## config.mk

```make
export PLATFORM = sky130hd
export DESIGN_NAME = affix_strip_root_candidates_core
export DESIGN_NICKNAME = d
export VERILOG_FILES = /design/src/rtl/core/asrc_pkg.sv /design/src/rtl/core/affix_strip_root_candidates_core.sv /design/src/rtl/core/asrc_front.sv /design/src/rtl/core/asrc_queue.sv /design/src/rtl/core/asrc_back.sv
export SDC_FILE = /design/constraint.sdc
export NUM_CORES = 1
export LEC_CHECK = 0
export BUFFER_PORTS_ARGS = -buffer_cell sky130_fd_sc_hd__buf_2
export CAP_MARGIN = 10
export CORE_UTILIZATION = 30
export CTS_CLUSTER_DIAMETER = 150
export DETAILED_ROUTE_END_ITERATION = 6
export HOLD_SLACK_MARGIN = 0.15
export MAX_ROUTING_LAYER = met4
export PLACE_DENSITY_LB_ADDON = 0.12
export REMOVE_ABC_BUFFERS = 1
export SLEW_MARGIN = 20
export SYNTH_ARGS = -nofsm -noshare
export SYNTH_HDL_FRONTEND = slang
export SYNTH_SLANG_ARGS = --single-unit
```

## constraint.sdc

```tcl
create_clock -name clk -period 14.31 [get_ports clk]
set_input_delay 0 -clock clk [delete_from_list [all_inputs] [get_ports clk]]
set_output_delay 0 -clock clk [all_outputs]
set_load 0.03 [all_outputs]
```

## src/rtl/core/asrc_pkg.sv

```systemverilog
package asrc_pkg;

  // word buffer geometry
  localparam int MAX_LEN = 32;
  localparam int LEN_W   = $clog2(MAX_LEN + 1);
  localparam int IDX_W   = $clog2(MAX_LEN);
  localparam int HEAD_N  = 5;
  localparam int ROOT_N  = 5;

  // back end scan: two slots per root, then one closing slot
  localparam logic [3:0] SLOT_FLUSH = 4'(2 * ROOT_N);

  // characters that the rules look at
  localparam logic [7:0] CH_APOS = 8'h27;
  localparam logic [7:0] CH_CASE = 8'h20;
  localparam logic [7:0] CH_NONE = 8'h00;

  // prefix weight offsets
  localparam logic [5:0] PFX_RE    = 6'd10;
  localparam logic [5:0] PFX_UN    = 6'd20;
  localparam logic [5:0] PFX_NON   = 6'd30;
  localparam logic [5:0] PFX_MULTI = 6'd40;

  // suffix weight codes
  localparam logic [2:0] SFX_WHOLE = 3'd0;
  localparam logic [2:0] SFX_ONE   = 3'd1;
  localparam logic [2:0] SFX_TWO   = 3'd2;
  localparam logic [2:0] SFX_THREE = 3'd3;
  localparam logic [2:0] SFX_FOUR  = 3'd4;
  localparam logic [2:0] SFX_FIVE  = 3'd5;

  typedef struct packed {
    logic [7:0] ch;
    logic       word_end;
  } in_item_t;

  typedef struct packed {
    logic [2:0] root_start;
    logic [5:0] root_end;
    logic [7:0] tail_char;
    logic [5:0] weight_code;
    logic       last;
  } out_item_t;

  // one root to try: exclusive end, replaced tail character, suffix code
  typedef struct packed {
    logic             ok;
    logic [LEN_W-1:0] rend;
    logic [7:0]       tail;
    logic [2:0]       code;
  } root_t;

  // a finished word as the back end needs it
  typedef struct packed {
    logic [MAX_LEN-1:0]      vowels;
    logic [HEAD_N-1:0][7:0]  head;
    logic [ROOT_N-1:0]       root_ok;
    root_t [ROOT_N-1:0]      roots;
  } job_t;

  function automatic logic is_vowel(input logic [7:0] c);
    logic [7:0] q;
    q = c | CH_CASE;
    return (q == "a") || (q == "e") || (q == "i") || (q == "o") || (q == "u") ||
           (q == "y");
  endfunction

endpackage

```

## src/rtl/core/affix_strip_root_candidates_core.sv

```systemverilog
// Root candidate generator for a spelling checker. Characters enter one per cycle on the
// in_ channel, unless in_stall is high, and build the word (up to MAX_LEN characters, the
// rest ignored); the transfer with word_end set closes the word, and its candidate roots
// (whole word with re, un, non or multi stripped, then the roots of the suffix rule picked
// by the last character, each as is and prefix stripped) leave on the out_ channel, the
// last one flagged. Only candidates holding a vowel are sent. A closed word waits in a
// two-entry queue; the back end scans each word in ten candidate slots and a closing slot,
// holding while the out_ side stalls, while characters of the next words keep entering
// one per cycle unless in_stall is high. in_stall rises while two closed words wait in the
// queue.
module affix_strip_root_candidates_core
  import asrc_pkg::*;
(
  input  logic      clk,
  input  logic      rst_n,
  input  logic      in_valid,
  input  in_item_t  in_data,
  output logic      in_stall,
  output logic      out_valid,
  output out_item_t out_data,
  input  logic      out_stall
);

  logic q_full;
  logic q_push;
  job_t push_job;
  logic q_pop;
  logic q_valid;
  job_t q_job;

  // word collection and rule selection
  asrc_front u_front (
    .clk      (clk),
    .rst_n    (rst_n),
    .in_valid (in_valid),
    .in_data  (in_data),
    .in_stall (in_stall),
    .q_full   (q_full),
    .q_push   (q_push),
    .q_job    (push_job)
  );

  // closed words waiting for the back end
  asrc_queue u_queue (
    .clk      (clk),
    .rst_n    (rst_n),
    .push     (q_push),
    .push_job (push_job),
    .full     (q_full),
    .pop      (q_pop),
    .q_valid  (q_valid),
    .q_job    (q_job)
  );

  // candidate scan and result register
  asrc_back u_back (
    .clk       (clk),
    .rst_n     (rst_n),
    .q_valid   (q_valid),
    .q_job     (q_job),
    .q_pop     (q_pop),
    .out_valid (out_valid),
    .out_data  (out_data),
    .out_stall (out_stall)
  );

endmodule

```

## src/rtl/core/asrc_front.sv

```systemverilog
module asrc_front
  import asrc_pkg::*;
(
  input  logic     clk,
  input  logic     rst_n,
  input  logic     in_valid,
  input  in_item_t in_data,
  output logic     in_stall,
  input  logic     q_full,
  output logic     q_push,
  output job_t     q_job
);

  logic [LEN_W-1:0]       len_r, len_nxt, len_upd;
  logic [HEAD_N-1:0][7:0] head_r, head_nxt;
  logic [3:0][7:0]        tail_r, tail_nxt;
  logic [MAX_LEN-1:0]     vow_r, vow_nxt;
  logic                   accept;
  logic [3:0][7:0]        lc;
  logic [7:0]             c;
  root_t [ROOT_N-1:0]     roots;

  function automatic root_t mk_root(input logic [LEN_W-1:0] e, input logic [7:0] t,
                                    input logic [2:0] code);
    root_t r;
    r.ok   = 1'b1;
    r.rend = e;
    r.tail = t;
    r.code = code;
    return r;
  endfunction

  assign in_stall = q_full;
  assign accept   = in_valid && !q_full;
  assign q_push   = accept && in_data.word_end;

  // buffer update with the incoming character
  always_comb begin
    len_upd  = len_r;
    head_nxt = head_r;
    tail_nxt = tail_r;
    vow_nxt  = vow_r;
    if (len_r < LEN_W'(MAX_LEN)) begin
      len_upd = len_r + LEN_W'(1);
      if (len_r < LEN_W'(HEAD_N)) begin
        head_nxt[len_r[2:0]] = in_data.ch;
      end
      tail_nxt = {tail_r[2:0], in_data.ch};
      vow_nxt[len_r[IDX_W-1:0]] = is_vowel(in_data.ch);
    end
    len_nxt = in_data.word_end ? '0 : len_upd;
  end

  // lower-cased last characters, zero before the word's start
  always_comb begin
    for (int i = 0; i < 4; i++) begin
      lc[i] = (len_upd > LEN_W'(i)) ? (tail_nxt[i] | CH_CASE) : CH_NONE;
    end
    c = tail_nxt[0];
  end

  // suffix rule chosen by the last character
  always_comb begin
    roots    = '0;
    roots[0] = mk_root(len_upd, CH_NONE, SFX_WHOLE);
    if (len_upd > LEN_W'(2)) begin
      if (c == CH_APOS) begin
        if (lc[1] == "s") begin
          roots[1] = mk_root(len_upd - LEN_W'(1), CH_NONE, SFX_TWO);
          roots[2] = mk_root(len_upd - LEN_W'(2), CH_NONE, SFX_THREE);
          if (lc[2] == "e") begin
            roots[3] = mk_root(len_upd - LEN_W'(3), CH_NONE, SFX_FOUR);
            if (lc[3] == "i") begin
              roots[4] = mk_root(len_upd - LEN_W'(3), "y", SFX_FIVE);
            end
          end
        end
      end else begin
        case (c | CH_CASE)
          "s": begin
            if (lc[1] == CH_APOS) begin
              roots[1] = mk_root(len_upd - LEN_W'(2), CH_NONE, SFX_THREE);
            end else if (!(lc[1] == "u" && lc[2] == "o") && lc[1] != "s") begin
              roots[1] = mk_root(len_upd - LEN_W'(1), CH_NONE, SFX_ONE);
              if (lc[1] == "g" && lc[2] == "n" && lc[3] == "i") begin
                roots[2] = mk_root(len_upd - LEN_W'(4), CH_NONE, SFX_ONE);
              end
              if (lc[1] == "e") begin
                roots[2] = mk_root(len_upd - LEN_W'(2), (lc[2] == "i") ? 8'("y") : CH_NONE,
                                   SFX_THREE);
              end
            end
          end
          "d": begin
            if (lc[1] == "e") begin
              if (lc[2] == "i") begin
                roots[1] = mk_root(len_upd - LEN_W'(2), "y", SFX_TWO);
              end else begin
                roots[1] = mk_root(len_upd - LEN_W'(1), CH_NONE, SFX_ONE);
                roots[2] = mk_root(len_upd - LEN_W'(2), CH_NONE, SFX_TWO);
              end
            end
          end
          "g": begin
            if (lc[1] == "n" && lc[2] == "i") begin
              roots[1] = mk_root(len_upd - LEN_W'(3), CH_NONE, SFX_ONE);
              roots[2] = mk_root(len_upd - LEN_W'(2), "e", SFX_TWO);
            end
          end
          "r": begin
            if (lc[1] == "e") begin
              if (lc[2] == "i") begin
                roots[1] = mk_root(len_upd - LEN_W'(2), "y", SFX_TWO);
              end else begin
                roots[1] = mk_root(len_upd - LEN_W'(2), CH_NONE, SFX_ONE);
              end
            end
          end
          "y": begin
            if (lc[1] == "l") begin
              roots[1] = mk_root(len_upd - LEN_W'(2), CH_NONE, SFX_ONE);
            end
          end
          "t": begin
            if (lc[1] == "s" && lc[2] == "e") begin
              roots[1] = mk_root(len_upd - LEN_W'(3), (lc[3] == "i") ? 8'("y") : CH_NONE,
                                 SFX_ONE);
            end
          end
          default: begin
          end
        endcase
      end
    end
  end

  // finished word snapshot
  always_comb begin
    q_job.vowels = vow_nxt;
    q_job.head   = head_nxt;
    q_job.roots  = roots;
    for (int i = 0; i < ROOT_N; i++) begin
      q_job.root_ok[i] = roots[i].ok;
    end
  end

  // word state
  always_ff @(posedge clk) begin
    if (!rst_n) begin
      len_r <= '0;
    end else if (accept) begin
      len_r <= len_nxt;
    end
  end

  always_ff @(posedge clk) begin
    if (accept) begin
      head_r <= head_nxt;
      tail_r <= tail_nxt;
      vow_r  <= vow_nxt;
    end
  end

endmodule

```

## src/rtl/core/asrc_queue.sv

```systemverilog
module asrc_queue
  import asrc_pkg::*;
(
  input  logic clk,
  input  logic rst_n,
  input  logic push,
  input  job_t push_job,
  output logic full,
  input  logic pop,
  output logic q_valid,
  output job_t q_job
);

  job_t       mem_r [2];
  logic       wr_r, wr_nxt;
  logic       rd_r, rd_nxt;
  logic [1:0] cnt_r, cnt_nxt;

  assign full    = (cnt_r == 2'd2);
  assign q_valid = (cnt_r != 2'd0);
  assign q_job   = mem_r[rd_r];

  // pointer and fill count
  always_comb begin
    wr_nxt  = push ? !wr_r : wr_r;
    rd_nxt  = pop ? !rd_r : rd_r;
    cnt_nxt = cnt_r + 2'(push) - 2'(pop);
  end

  always_ff @(posedge clk) begin
    if (!rst_n) begin
      wr_r  <= 1'b0;
      rd_r  <= 1'b0;
      cnt_r <= 2'd0;
    end else begin
      wr_r  <= wr_nxt;
      rd_r  <= rd_nxt;
      cnt_r <= cnt_nxt;
    end
  end

  // entry storage
  always_ff @(posedge clk) begin
    if (push) begin
      mem_r[wr_r] <= push_job;
    end
  end

  a_no_overflow: assert property (@(posedge clk) disable iff (!rst_n)
    !(push && full && !pop)) else $error("word queue overflow");
  a_no_underflow: assert property (@(posedge clk) disable iff (!rst_n)
    pop |-> q_valid) else $error("word queue underflow");
  a_count_range: assert property (@(posedge clk) disable iff (!rst_n)
    cnt_r != 2'd3) else $error("word queue count out of range");

endmodule

```

## src/rtl/core/asrc_back.sv

```systemverilog
module asrc_back
  import asrc_pkg::*;
(
  input  logic      clk,
  input  logic      rst_n,
  input  logic      q_valid,
  input  job_t      q_job,
  output logic      q_pop,
  output logic      out_valid,
  output out_item_t out_data,
  input  logic      out_stall
);

  logic [3:0]       slot_r, slot_nxt;
  logic             pend_v_r, pend_v_nxt;
  out_item_t        pend_r, pend_nxt;
  logic             out_valid_r, out_valid_nxt;
  out_item_t        out_r, out_nxt;
  logic [2:0]       ridx;
  root_t            root;
  logic             pfx_slot;
  logic [4:0][7:0]  pc;
  logic             pfx_hit;
  logic [2:0]       pfx_len;
  logic [5:0]       pfx_add;
  logic [2:0]       start;
  logic [LEN_W-1:0] hi;
  logic [MAX_LEN-1:0] mask;
  logic             has_vowel;
  logic             hit;
  logic             out_free;
  out_item_t        cand;

  assign out_free  = !out_valid_r || !out_stall;
  assign out_valid = out_valid_r;
  assign out_data  = out_r;

  // root under test in this slot
  always_comb begin
    ridx     = (slot_r < SLOT_FLUSH) ? slot_r[3:1] : 3'd0;
    root     = q_job.roots[ridx];
    pfx_slot = slot_r[0];
  end

  // first root characters, lower-cased, with the tail replaced
  always_comb begin
    for (int i = 0; i < HEAD_N; i++) begin
      if (LEN_W'(i) < root.rend) begin
        if (LEN_W'(i) == root.rend - LEN_W'(1) && root.tail != CH_NONE) begin
          pc[i] = root.tail | CH_CASE;
        end else begin
          pc[i] = q_job.head[i] | CH_CASE;
        end
      end else begin
        pc[i] = CH_NONE;
      end
    end
  end

  // prefix detection
  always_comb begin
    pfx_hit = 1'b0;
    pfx_len = 3'd0;
    pfx_add = 6'd0;
    if (pc[0] == "r" && pc[1] == "e") begin
      pfx_hit = 1'b1;
      pfx_len = 3'd2;
      pfx_add = PFX_RE;
    end else if (pc[0] == "u" && pc[1] == "n") begin
      pfx_hit = 1'b1;
      pfx_len = 3'd2;
      pfx_add = PFX_UN;
    end else if (pc[0] == "n" && pc[1] == "o" && pc[2] == "n") begin
      pfx_hit = 1'b1;
      pfx_len = 3'd3;
      pfx_add = PFX_NON;
    end else if (pc[0] == "m" && pc[1] == "u" && pc[2] == "l" && pc[3] == "t" &&
                 pc[4] == "i") begin
      pfx_hit = 1'b1;
      pfx_len = 3'd5;
      pfx_add = PFX_MULTI;
    end
  end

  // vowel check over the candidate's characters
  always_comb begin
    start = pfx_slot ? pfx_len : 3'd0;
    hi    = (root.tail != CH_NONE && root.rend != '0) ? root.rend - LEN_W'(1) : root.rend;
    for (int i = 0; i < MAX_LEN; i++) begin
      mask[i] = (LEN_W'(i) >= LEN_W'(start)) && (LEN_W'(i) < hi);
    end
    has_vowel = (|(q_job.vowels & mask)) ||
                (root.tail != CH_NONE && root.rend > LEN_W'(start));
  end

  // candidate of this slot
  always_comb begin
    cand.root_start  = start;
    cand.root_end    = 6'(root.rend);
    cand.tail_char   = root.tail;
    cand.weight_code = {3'd0, root.code} + (pfx_slot ? pfx_add : 6'd0);
    cand.last        = 1'b0;
    hit = (slot_r < SLOT_FLUSH) && root.ok && has_vowel &&
          (pfx_slot ? pfx_hit : (root.code != SFX_WHOLE));
  end

  // scan sequencing; a hit waits in pend until the next hit or the closing slot
  always_comb begin
    slot_nxt      = slot_r;
    pend_v_nxt    = pend_v_r;
    pend_nxt      = pend_r;
    out_valid_nxt = out_valid_r && out_stall;
    out_nxt       = out_r;
    q_pop         = 1'b0;
    if (q_valid) begin
      if (slot_r == SLOT_FLUSH) begin
        if (!pend_v_r) begin
          slot_nxt = 4'd0;
          q_pop    = 1'b1;
        end else if (out_free) begin
          out_nxt       = pend_r;
          out_nxt.last  = 1'b1;
          out_valid_nxt = 1'b1;
          pend_v_nxt    = 1'b0;
          slot_nxt      = 4'd0;
          q_pop         = 1'b1;
        end
      end else if (!(hit && pend_v_r && !out_free)) begin
        slot_nxt = slot_r + 4'd1;
        if (hit) begin
          if (pend_v_r) begin
            out_nxt       = pend_r;
            out_valid_nxt = 1'b1;
          end
          pend_nxt   = cand;
          pend_v_nxt = 1'b1;
        end
      end
    end
  end

  always_ff @(posedge clk) begin
    if (!rst_n) begin
      slot_r      <= 4'd0;
      pend_v_r    <= 1'b0;
      out_valid_r <= 1'b0;
    end else begin
      slot_r      <= slot_nxt;
      pend_v_r    <= pend_v_nxt;
      out_valid_r <= out_valid_nxt;
    end
  end

  always_ff @(posedge clk) begin
    pend_r <= pend_nxt;
    out_r  <= out_nxt;
  end

  a_slot_range: assert property (@(posedge clk) disable iff (!rst_n)
    slot_r <= SLOT_FLUSH) else $error("scan slot out of range");
  a_pop_at_close: assert property (@(posedge clk) disable iff (!rst_n)
    q_pop |-> (slot_r == SLOT_FLUSH && !(pend_v_r && !out_free)))
    else $error("word retired before its closing slot");
  a_close_drains: assert property (@(posedge clk) disable iff (!rst_n)
    q_pop |=> !pend_v_r) else $error("candidate left behind at word close");
  a_last_on_close: assert property (@(posedge clk) disable iff (!rst_n)
    (q_pop && pend_v_r) |=> (out_valid_r && out_r.last))
    else $error("final candidate not marked last");

endmodule

```

==> qor.csv, run 1 <==
stage,metric,value,unit
outcome,status,completed,
global_routing,GR Util met3,2.510,%
power_and_ir_drop,P_leak,6.526,nW
route,routed vias/inst,5.036,
global_routing,largest net degree at the start of global routing,101,
floorplan,Die Area,60200,sq um
clocking,CTS sink count,368,
floorplan,I/O pin count,39,
clocking,maximum buffer depth of the clock tree,3,
clocking,clock root buffer,clkbuf_16,
clocking,clk_lat worst skew,0.57,ns
critical_path,Worst path max stage delay,0.85,ns
sta,unrepaired setup endpoints after global routing,false,
synthesis,area share of the largest cell type after synthesis,59.33,%
critical_path,worst-path maximum fanout,23,
critical_path,Setup crit end kind,flip-flop,
synthesis,Synth cell types,108,
critical_path,CP Launch Type,flip-flop,
synthesis,Synth area leaders,"edfxtp_1 59%, mux2_2 6.4%, mux2i_1 3.4%",
sta,final-report hold violation count,0,
floorplan,std cell rows,88,
cells_and_area,share of layout cells above drive strength 1,19.30,%
route,Post-Route WL,47240,um
critical_path,crit path capture,u_back.out_data[15],
critical_path,Worst Path Required,14.49,ns
critical_path,Setup Crit Path Kind,flip-flop to flip-flop,
power_and_ir_drop,total power,2.432,mW
synthesis,"Async S/R FF share, synth",0,%
global_routing,GRT met2 Usage,24.91,%
clocking,CTS Hold Bufs,15,
clocking,CTS resizes,0,
sta,setup_tns,0,ns
sta,transition time at the pin with the least slew margin,1.090,ns
critical_path,RR Startpoint,u_back.slot_r[1],
critical_path,reg2reg setup slack,6.96,ns
global_routing,GRT Total Usage,16.23,%
power_and_ir_drop,PD cells,120.2,nW/um^2
global_routing,GRT Residual Overflow,0,
clocking,TritonCTS buffer count,42,
critical_path,R2R depth,21,
synthesis,Ys Warns,0,
sta,Hold WS,0.3619,ns
synthesis,Mapped Area,17770,sq um
critical_path,reg2reg end,u_back.out_data[15],
synthesis,most used flip-flop cell after synthesis,edfxtp_1,
route,Iter 0 DRT Violations,835,
sta,FMAX,136.0,MHz
power_and_ir_drop,worst IR drop on VDD,0.07064,mV
clocking,CTS tree,done,
synthesis,mean area per synthesized cell,13.02,sq um
placement,IO Port Bufs,36,
clocking,Post CTS Setup Buffer Count,0,
synthesis,number of synthesized register bits,368,
critical_path,CP max stage cell,dfxtp_1,
critical_path,Critical Path AT,7.53,ns
placement,post-detail-place hpwl,32740,um
critical_path,Critical path origin,u_back.slot_r[1],
global_routing,GRT met1 Usage,22.29,%
route,Pre-antenna DRT Iters,5,
critical_path,worst-path cell chain,or3b_1 > o22ai_1 > a221oi_4 > ha_1 > inv_1 > nor4_2 > a21boi_4 > nand3_1 > a2111oi_0 > nor4b_2 > nand3_1 > nand2b_1 > ha_1 > a31oi_1 > o21ai_0 > o31ai_1 > a2111oi_4 > nand4_2 > a22oi_2 > a21oi_1 > nor2b_2,
route,post-route DRC violation count,0,
synthesis,"area leader, netlist",edfxtp_1,
cells_and_area,Final nets,1463,
clocking,CTS H-tree depth,2,
route,via count,11200,
route,antenna-violating nets left,0,
sta,Worst Skew,0.02188,ns
synthesis,number of enable flip-flop cells after synthesis,351,
placement,Routability Congestion,0.9042,
floorplan,initial core utilization,30.56,%
sta,Slew HR,27.31,%
floorplan,Core Region,58140,sq um
global_routing,vias in the first global route,11230,
global_routing,first-pass GRT wire length,71450,um
route,WL/cell,21.25,um
sta,fin crit period,7.353,ns
global_routing,GR peak layer,met2,
min_path,Hold WC Path Type,primary input to flip-flop,
sta,Max Slew Vio Count,0,
sta,Final Cycle Share,51.38,%
synthesis,Gate Count Post-Synth,1364,
sta,Final setup viols,0,
synthesis,sequential cell area fraction in the yosys report,61.24,%
clocking,"Reg clk slew, reported paths",0.06,ns
floorplan,die height,245.4,um
job,max-cap violation count,0,
global_routing,initial antenna violation count,2,
floorplan,Die Width,245.4,um
cells_and_area,area growth from synthesis to layout,13.90,%
[critical path, delay by kind of cell, from the launching register on]
family                   cells  cell delay [ns]
adder cells (fa/ha/maj)      2             0.93
AND/OR/NAND/NOR              8             2.52
AO/OA/AOI/OAI               10             2.37
buffers and inverters        1             0.27
flip-flops                   1             0.85
[state kept, by name (all words and copies together), names as in the netlist, named ones only]
name	count
u_front.tail_r	29
u_back.out_valid	1
u_front.len_r	6
u_back.pend_r	18
u_front.vow_r	32
u_queue.wr_r	1
u_queue.cnt_r	2
u_queue.mem_r	218
u_queue.rd_r	1
u_front.head_r	35
u_back.out_data	19
u_back.slot_r	4
u_back.pend_v_r	1
[cells in the mapped netlist (5+ instances only)]
cell and count:
a21oi_1 66, nor2b_1 16, ha_1 27, buf_1 6
buf_2 8, edfxtp_1 351, inv_1 47, or3_1 6
nand3_1 30, o2111ai_1 5, dfxtp_1 17, nand4b_1 7
xnor2_1 20, nand4_1 9, or2_2 11, o22ai_1 12
o21ai_0 35, a21o_1 6, o31ai_1 12, mux2i_1 61
buf_6 5, buf_4 11, nand3b_1 5, nand2_1 96
clkbuf_1 22, nor3_1 30, a211oi_1 10, nor2_1 119
nor4_1 17, mux2_2 101, o21ai_1 8, and3_1 5
a31oi_1 8, a22oi_1 6, nand2b_1 10, o211ai_1 6
o21a_1 8, and2_1 17, a211o_1 5, or3b_1 5
[stage by stage]
| step | utilization, % | setup slack [ns] | instance area, sq um | std cells |
|---|---|---|---|---|
| 2_1_floorplan | - | 5.985 | 17490 | 1313 |
| 3_3_place_gp | 32.28 | 7.272 | 18770 | 2128 |
| 3_5_place_dp | 32.28 | 7.000 | 18770 | 2128 |
| 4_1_cts | 34.80 | 6.986 | 20230 | 2221 |
| 5_1_grt | 34.81 | 6.271 | 20230 | 2223 |
| 6_report | 34.81 | 6.957 | 20230 | 2223 |
[cell type report]
cell class | count | area (sq um)
fill | 5767 | 37900
tap | 765 | 957.2
multi-input combinational | 890 | 6424
sequential | 368 | 10890
inverter | 55 | 214.0
clock inverter | 24 | 166.4
antenna | 2 | 5.005
clock buffer | 54 | 1147
timing repair buffer | 65 | 435.4
[cells in the final DEF, fill, tap and decap left out, types with 27 or more instances in the layout]
cell type,synthesis,layout
nor2_1,119,119
nor3_1,30,30
ha_1,27,27
a21oi_1,66,66
clkbuf_16,0,43
o21ai_0,35,35
nand2_1,96,96
inv_1,47,46
mux2i_1,61,61
nand3_1,30,30
mux2_2,101,101
buf_2,8,36
edfxtp_1,351,351
[power by group]
group          switching, mW  total (mW)  leakage, nW  internal (mW)
logic                  0.113       0.165         2.57         0.0517
registers             0.0132        1.24         3.31           1.22
clock network          0.441        1.03        0.654          0.588
total                  0.567        2.43         6.53           1.86
[logic make-up (layout without fill, tap and decap cells)]
family | Yosys count | after routing | share of synthesized area, %
AOI/OAI and AO/OA | 248 | 248 | 10.14
muxes | 164 | 164 | 10.00
adders and majority gates | 28 | 28 | 2.014
buffers and inverters | 107 | 198 | 2.775
xor gates and xnor gates | 23 | 23 | 1.134
and+or+nand+nor | 425 | 425 | 12.67
DFF | 368 | 368 | 61.24
other | 1 | 4 | 0.02111
[worst min path at each step]
stage                                  from             endpoint  depth (start not counted)
final                            in_data[6]    u_front.tail_r[5]                          4
after detailed placement  u_back.pend_r[22]  u_back.out_data[22]                          0
after global routing             in_data[6]    u_front.tail_r[5]                          4
after CTS                        in_data[6]    u_front.tail_r[5]                          4
after global placement     u_back.pend_r[6]   u_back.out_data[6]                          0
after floorplan                       rst_n         u_queue.wr_r                          1
[routing by layer]
metal  vias up  part of all wire, %
met5         -                    0
met4         0                  1.9
met3        69                  4.4
met2       238                   45
met1      5560                   49
li1       5329                    -
No activity file was read; power rests on OpenSTA's default activity.
==> inputs of run 2 (changes only) <==
==> constraint.sdc (replaced) <==
create_clock -name clk -period 7.6 [get_ports clk]
set_input_delay 0 -clock clk [delete_from_list [all_inputs] [get_ports clk]]
set_output_delay 0 -clock clk [all_outputs]
set_load 0.03 [all_outputs]
==> run 2 against run 1 <==
Effect of this change: cell count increased by 0.31%; largest power group unchanged; worst setup slack got worse by 6.2 ns; critical endpoint is now u_back.out_data[19]; critical path depth increased by 3; total power increased by 94%.
==> qor.csv, run 2 (synthesized netlist as in run 1, its figures left out) <==
stage,metric,value,unit
critical_path,Critical Path AT,7.03,ns
route,routed vias/inst,5.070,
cells_and_area,post-route cell area,20360,sq um
sta,unrepaired setup endpoints after global routing,false,
clocking,CTS H-tree depth,2,
placement,IO Port Bufs,36,
min_path,Hold WC Path Type,primary input to flip-flop,
sta,Slew HR,35.81,%
critical_path,worst-path maximum fanout,23,
cells_and_area,Final nets,1470,
floorplan,Core Region,58140,sq um
floorplan,die height,245.4,um
power_and_ir_drop,worst IR drop on VDD,0.1385,mV
critical_path,Worst Path Required,7.79,ns
outcome,status,completed,
clocking,Post CTS Setup Buffer Count,0,
clocking,clk_lat worst skew,0.57,ns
floorplan,std cell rows,88,
power_and_ir_drop,net load switching power,1.102,mW
global_routing,first-pass GRT wire length,72450,um
route,post-route DRC violation count,0,
power_and_ir_drop,part of the power in registers,49.5,%
placement,DP Area,18790,sq um
sta,Max Slew Vio Count,0,
clocking,CTS Hold Bufs,15,
route,Iter 0 DRT Violations,684,
sta,FMAX,146.1,MHz
critical_path,R2R depth,24,
clocking,"Reg clk slew, reported paths",0.06,ns
min_path,Hold Crit Depth,4,
floorplan,Die Area,60200,sq um
min_path,HP Start,in_data[6],
job,max-cap violation count,0,
cells_and_area,area growth from synthesis to layout,14.63,%
cells_and_area,Multi-input gate area,6424,sq um
sta,fin crit period,6.844,ns
clocking,CTS sink count,368,
critical_path,Setup crit end kind,flip-flop,
critical_path,RR Startpoint,u_back.slot_r[1],
critical_path,Setup Crit Path Kind,flip-flop to flip-flop,
cells_and_area,Largest register FFs,218,
sta,Final Cycle Share,90.05,%
clocking,CTS resizes,0,
cells_and_area,"Most flops, register",u_queue.mem_r,
placement,post-detail-place hpwl,32850,um
global_routing,GRT Total Usage,16.38,%
clocking,maximum buffer depth of the clock tree,3,
power_and_ir_drop,Clock power frac,43.9,%
sta,setup_tns,0,ns
route,antenna-violating nets left,0,
power_and_ir_drop,total power,4.712,mW
sta,Final setup viols,0,
clocking,clock root buffer,clkbuf_16,
cells_and_area,"most common cell after layout, fill and taps aside",edfxtp_1,
floorplan,initial core utilization,30.56,%
power_and_ir_drop,Gate power share,6.6,%
cells_and_area,share of layout cells above drive strength 1,19.89,%
min_path,Hold Path Sink,u_front.tail_r[5],
cells_and_area,sequential cell area,10890,sq um
clocking,CTS tree,done,
route,Post-Route WL,47630,um
sta,transition time at the pin with the least slew margin,0.9628,ns
route,Pre-antenna DRT Iters,5,
floorplan,Die Width,245.4,um
sta,final-report hold violation count,0,
placement,Routability Congestion,0.9197,
global_routing,GRT Residual Overflow,0,
cells_and_area,most frequent cells in the layout,"351 x edfxtp_1, 119 x nor2_1, 101 x mux2_2, 96 x nand2_1, 66 x a21oi_1",
cells_and_area,fillers,5730,
power_and_ir_drop,sw frac,23.38,%
cells_and_area,largest registers,"u_queue.mem_r: 218 flops, u_front.head_r: 35 flops, u_front.vow_r: 32 flops",
route,WL/cell,21.36,um
power_and_ir_drop,P_leak,6.585,nW
global_routing,vias in the first global route,11210,
critical_path,CP Launch Type,flip-flop,
critical_path,reg2reg end,u_back.out_data[19],
route,via count,11310,
critical_path,reg2reg setup slack,0.76,ns
global_routing,initial antenna violation count,2,
power_and_ir_drop,Int Pwr,3.610,mW
floorplan,I/O pin count,39,
global_routing,largest net degree at the start of global routing,68,
power_and_ir_drop,PD cells,231.4,nW/um^2
sta,Worst Skew,0.01361,ns
clocking,TritonCTS buffer count,45,
## run 2: power groups by stage
stage / Clock [mW] / Sequential, mW / Combinational [mW]
3_3_place_gp: 0 / 2.37 / 0.306
2_1_floorplan: 0 / 2.37 / 0.200
3_5_place_dp: 0 / 2.37 / 0.306
5_1_grt: 2.20 / 2.34 / 0.340
6_report: 2.07 / 2.33 / 0.310
4_1_cts: 2.14 / 2.33 / 0.313
## run 2: layer usage
metal  global-route usage [%]  up-vias  routed length, um  part of all wire, %
met4                    4.183        0                828                  1.7
met2                    25.19      213              21790                   46
met5                        -        -                  0                    0
met1                    22.55     5675              23160                   49
li1                         -     5348                  -                    -
met3                    2.477       70               1851                  3.9
## run 2: worst max-delay path by stage
stage / start / endpoint / slack (ns)
6_report: u_back.slot_r[1] / u_back.out_data[19] / 0.76
5_1_grt: u_back.slot_r[1] / u_back.out_data[3] / 0.11
4_1_cts: u_back.slot_r[1] / u_back.out_data[3] / 0.80
3_5_place_dp: u_back.slot_r[1] / u_back.out_data[15] / 0.83
3_3_place_gp: u_back.slot_r[1] / u_back.out_data[15] / 0.98
2_1_floorplan: flip-flop / u_back.out_data[0] / -0.73
## run 2: metrics by stage
step	cells	worst slack (ns)	hold slack (ns)	util, %
finish	2230	0.7559	0.3988	35.03
global route	2230	0.1145	0.4201	35.03
floorplan	1313	-0.7252	0.1175	-
detailed placement	2132	0.8336	0.4045	32.33
CTS	2228	0.7954	0.3745	35.02
global placement	2132	0.9821	0.4061	32.31
## run 2: worst max-delay path, stage by stage, from the launching register on
cell	delay, ns
dfxtp_1	0.85
or3b_1	0.46
o22ai_1	0.21
a221oi_4	0.53
ha_1	0.28
inv_1	0.12
nor4_2	0.43
a21boi_4	0.33
nand3_1	0.10
a2111oi_0	0.54
nor4b_2	0.13
nand3_1	0.18
a21oi_1	0.11
ha_1	0.19
inv_1	0.05
a21o_1	0.10
a21oi_1	0.05
a31oi_1	0.18
o21ai_0	0.11
o31ai_1	0.16
a2111oi_4	0.06
nand4_2	0.20
a22oi_2	0.15
a21oi_1	0.20
nor2b_2	0.74
## run 2: layout make-up
class                      instances  area share, %
inverter                          55          1.038
sequential                       368          53.45
multi-input combinational        890          31.54
tap                              765          4.700
clock inverter                    26         0.9953
antenna                            2        0.02458
clock buffer                      55          5.960
timing repair buffer              69          2.286
==> inputs of run 3 (changes only) <==
--- a/config.mk
+++ b/config.mk
@@ -7,6 +7,7 @@
 export LEC_CHECK = 0
 export BUFFER_PORTS_ARGS = -buffer_cell sky130_fd_sc_hd__buf_2
 export CAP_MARGIN = 10
+export CORE_MARGIN = 5
 export CORE_UTILIZATION = 30
 export CTS_CLUSTER_DIAMETER = 150
 export DETAILED_ROUTE_END_ITERATION = 6
==> run 3 against run 2 <==
Effect of this change: cell area rose by 0.11%; clock-buffer cell count is 5 lower; non-clock buffer count is 2 higher; flip-flop and latch count did not move; core utilization down 0.36 points; clock power barely moved; critical path depth is 1 lower; die area rose by 6.6%; first-iteration DRC count rose by 16%; sequential share of layout area fell by 0.059 points; maximum frequency increased by 0.78%; routed wire length down 1.3%.
==> qor.csv, run 3 (synthesized netlist as in run 1, its figures left out) <==
stage,metric,value,unit
outcome,status,completed,
min_path,Hold WC Path Type,primary input to flip-flop,
sta,Hold WS,0.3496,ns
power_and_ir_drop,part of the power in registers,49.3,%
critical_path,Setup Crit Path Kind,flip-flop to flip-flop,
floorplan,Die Width,253.4,um
clocking,"Reg clk slew, reported paths",0.06,ns
floorplan,Core Region,58800,sq um
placement,post-detail-place hpwl,32830,um
sta,Slew HR,28.91,%
floorplan,I/O pin count,39,
clocking,CTS H-tree depth,2,
power_and_ir_drop,worst IR drop on VDD,0.1514,mV
cells_and_area,"Most flops, register",u_queue.mem_r,
route,Routed met2 length,21450,um
placement,Place WS,1.003,ns
route,antenna-violating nets left,0,
clocking,Post CTS Setup Buffer Count,0,
sta,Final setup viols,0,
cells_and_area,"most common cell after layout, fill and taps aside",edfxtp_1,
job,max-cap violation count,0,
route,Iter 0 DRT Violations,791,
sta,Final WS setup,0.8089,ns
cells_and_area,largest registers,"u_queue.mem_r: 218 flops, u_front.head_r: 35 flops, u_front.vow_r: 32 flops",
sta,transition time at the pin with the least slew margin,1.066,ns
route,via count,11250,
route,routed vias/inst,5.023,
global_routing,largest net degree at the start of global routing,101,
power_and_ir_drop,P_leak,6.585,nW
clocking,clk_lat worst skew,0.58,ns
sta,Worst Skew,0.02698,ns
placement,IO Port Bufs,36,
floorplan,die height,253.4,um
floorplan,Die Area,64190,sq um
critical_path,Critical Path AT,7.31,ns
route,Post-Route WL,47000,um
route,Metal-1 WL,22520,um
cells_and_area,Largest register FFs,218,
sta,final-report hold violation count,0,
cells_and_area,share of layout cells above drive strength 1,19.74,%
clocking,TritonCTS buffer count,43,
floorplan,std cell rows,89,
placement,Routability Congestion,0.8612,
sta,unrepaired setup endpoints after global routing,false,
clocking,maximum buffer depth of the clock tree,3,
route,routed wl met3,1983,um
power_and_ir_drop,Int Pwr,3.631,mW
cells_and_area,area growth from synthesis to layout,14.75,%
global_routing,GRT Total Usage,14.85,%
sta,Final Cycle Share,89.36,%
critical_path,CP Launch Type,flip-flop,
power_and_ir_drop,Clock power frac,44.0,%
global_routing,initial antenna violation count,2,
global_routing,GRT Residual Overflow,0,
route,uppermost layer routed,met4,
power_and_ir_drop,net load switching power,1.092,mW
floorplan,initial core utilization,30.22,%
sta,fin crit period,6.791,ns
sta,FMAX,147.3,MHz
clocking,CTS sink count,368,
global_routing,vias in the first global route,11270,
clocking,CTS tree,done,
cells_and_area,fin util,34.67,%
critical_path,Setup crit end kind,flip-flop,
clocking,clock root buffer,clkbuf_16,
cells_and_area,Final nets,1470,
route,post-route DRC violation count,0,
route,WL/cell,20.99,um
critical_path,worst-path maximum fanout,23,
critical_path,Worst Path Required,8.12,ns
sta,Max Slew Vio Count,0,
cells_and_area,most frequent cells in the layout,"351 x edfxtp_1, 119 x nor2_1, 101 x mux2_2, 96 x nand2_1, 66 x a21oi_1",
power_and_ir_drop,sw frac,23.12,%
power_and_ir_drop,Gate power share,6.6,%
route,Pre-antenna DRT Iters,5,
power_and_ir_drop,PD cells,231.7,nW/um^2
global_routing,first-pass GRT wire length,71130,um
## run 3: cell types whose count changed in the layout (fill, tap and decap cells not counted), moves of 2 or more
cell	change
clkbuf_1	+2
inv_6	+2
clkbuf_16	-2
bufinv_16	+3
inv_16	+2
buf_4	+2
clkbuf_8	-5
clkinv_4	-2
## run 3: worst paths after layout
check	from	to	slack, ns	depth (start not counted)
worst max register to register	u_back.slot_r[3]	u_back.slot_r[0]	0.81	23
worst min-delay path	in_data[6]	u_front.tail_r[5]	0.35	4
worst min register to register	u_back.pend_r[9]	u_back.out_data[9]	0.42	0
worst max-delay path	u_back.slot_r[3]	u_back.slot_r[0]	0.81	23
## run 3: layout make-up
cell class,instances,area [sq um]
clock buffers,50,1102
inverters,55,214.0
multi-input cells,890,6412
well taps,773,967.2
flip-flops and latches,368,10890
clock inverters,30,320.3
fillers,5796,38410
repair buffers,71,480.5
diodes,2,5.005
## run 3: per-stage QoR
step / TNS (ns) / cell area (sq um) / power, mW / cells
final: 0 / 20390 / 4.723 / 2239
after CTS: 0 / 20380 / 4.798 / 2237
after global routing: 0 / 20390 / 4.916 / 2239
after floorplan: -21.53 / 17490 / 2.573 / 1313
after global placement: 0 / 18810 / 2.680 / 2142
after detailed placement: 0 / 18810 / 2.682 / 2142
## run 3: what timing repair did
item / in CTS / in global routing
hold buffers: 15 / 0
hold endpoints to repair: 161 / 0
gates resized for setup: 0 / 0
## run 3: power by group through the flow
stage	registers, mW	clock network, mW	logic, mW
global placement	2.37	0	0.309
finish	2.33	2.08	0.312
floorplan	2.37	0	0.200
global route	2.34	2.24	0.341
CTS	2.33	2.15	0.316
detailed placement	2.37	0	0.309
## run 3: per-layer routing
layer	up-vias	GRT usage [%]
met3	71	2.260
li1	5334	-
met1	5603	20.74
met2	238	22.72
met4	0	4.041
met5	-	-
## run 3: worst max-delay path: stages, from the launching register on
cell and delay (ns):
dfxtp_1 0.81, or3b_1 0.42, o22ai_1 0.20, a221oi_4 0.54, ha_1 0.28, inv_1 0.12, nor4_2 0.44, a21boi_4 0.33
nand3_1 0.11, a2111oi_0 0.49, nor4b_2 0.12, nand3_1 0.17, nand2b_1 0.28, ha_1 0.30, a21oi_1 0.14, a31oi_1 0.06
o21ai_0 0.16, o31ai_1 0.13, a2111oi_4 0.22, nand4_2 0.23, a22oi_2 0.35, o211a_1 0.19, o21a_1 0.12, dlygate4sd3_1 0.53
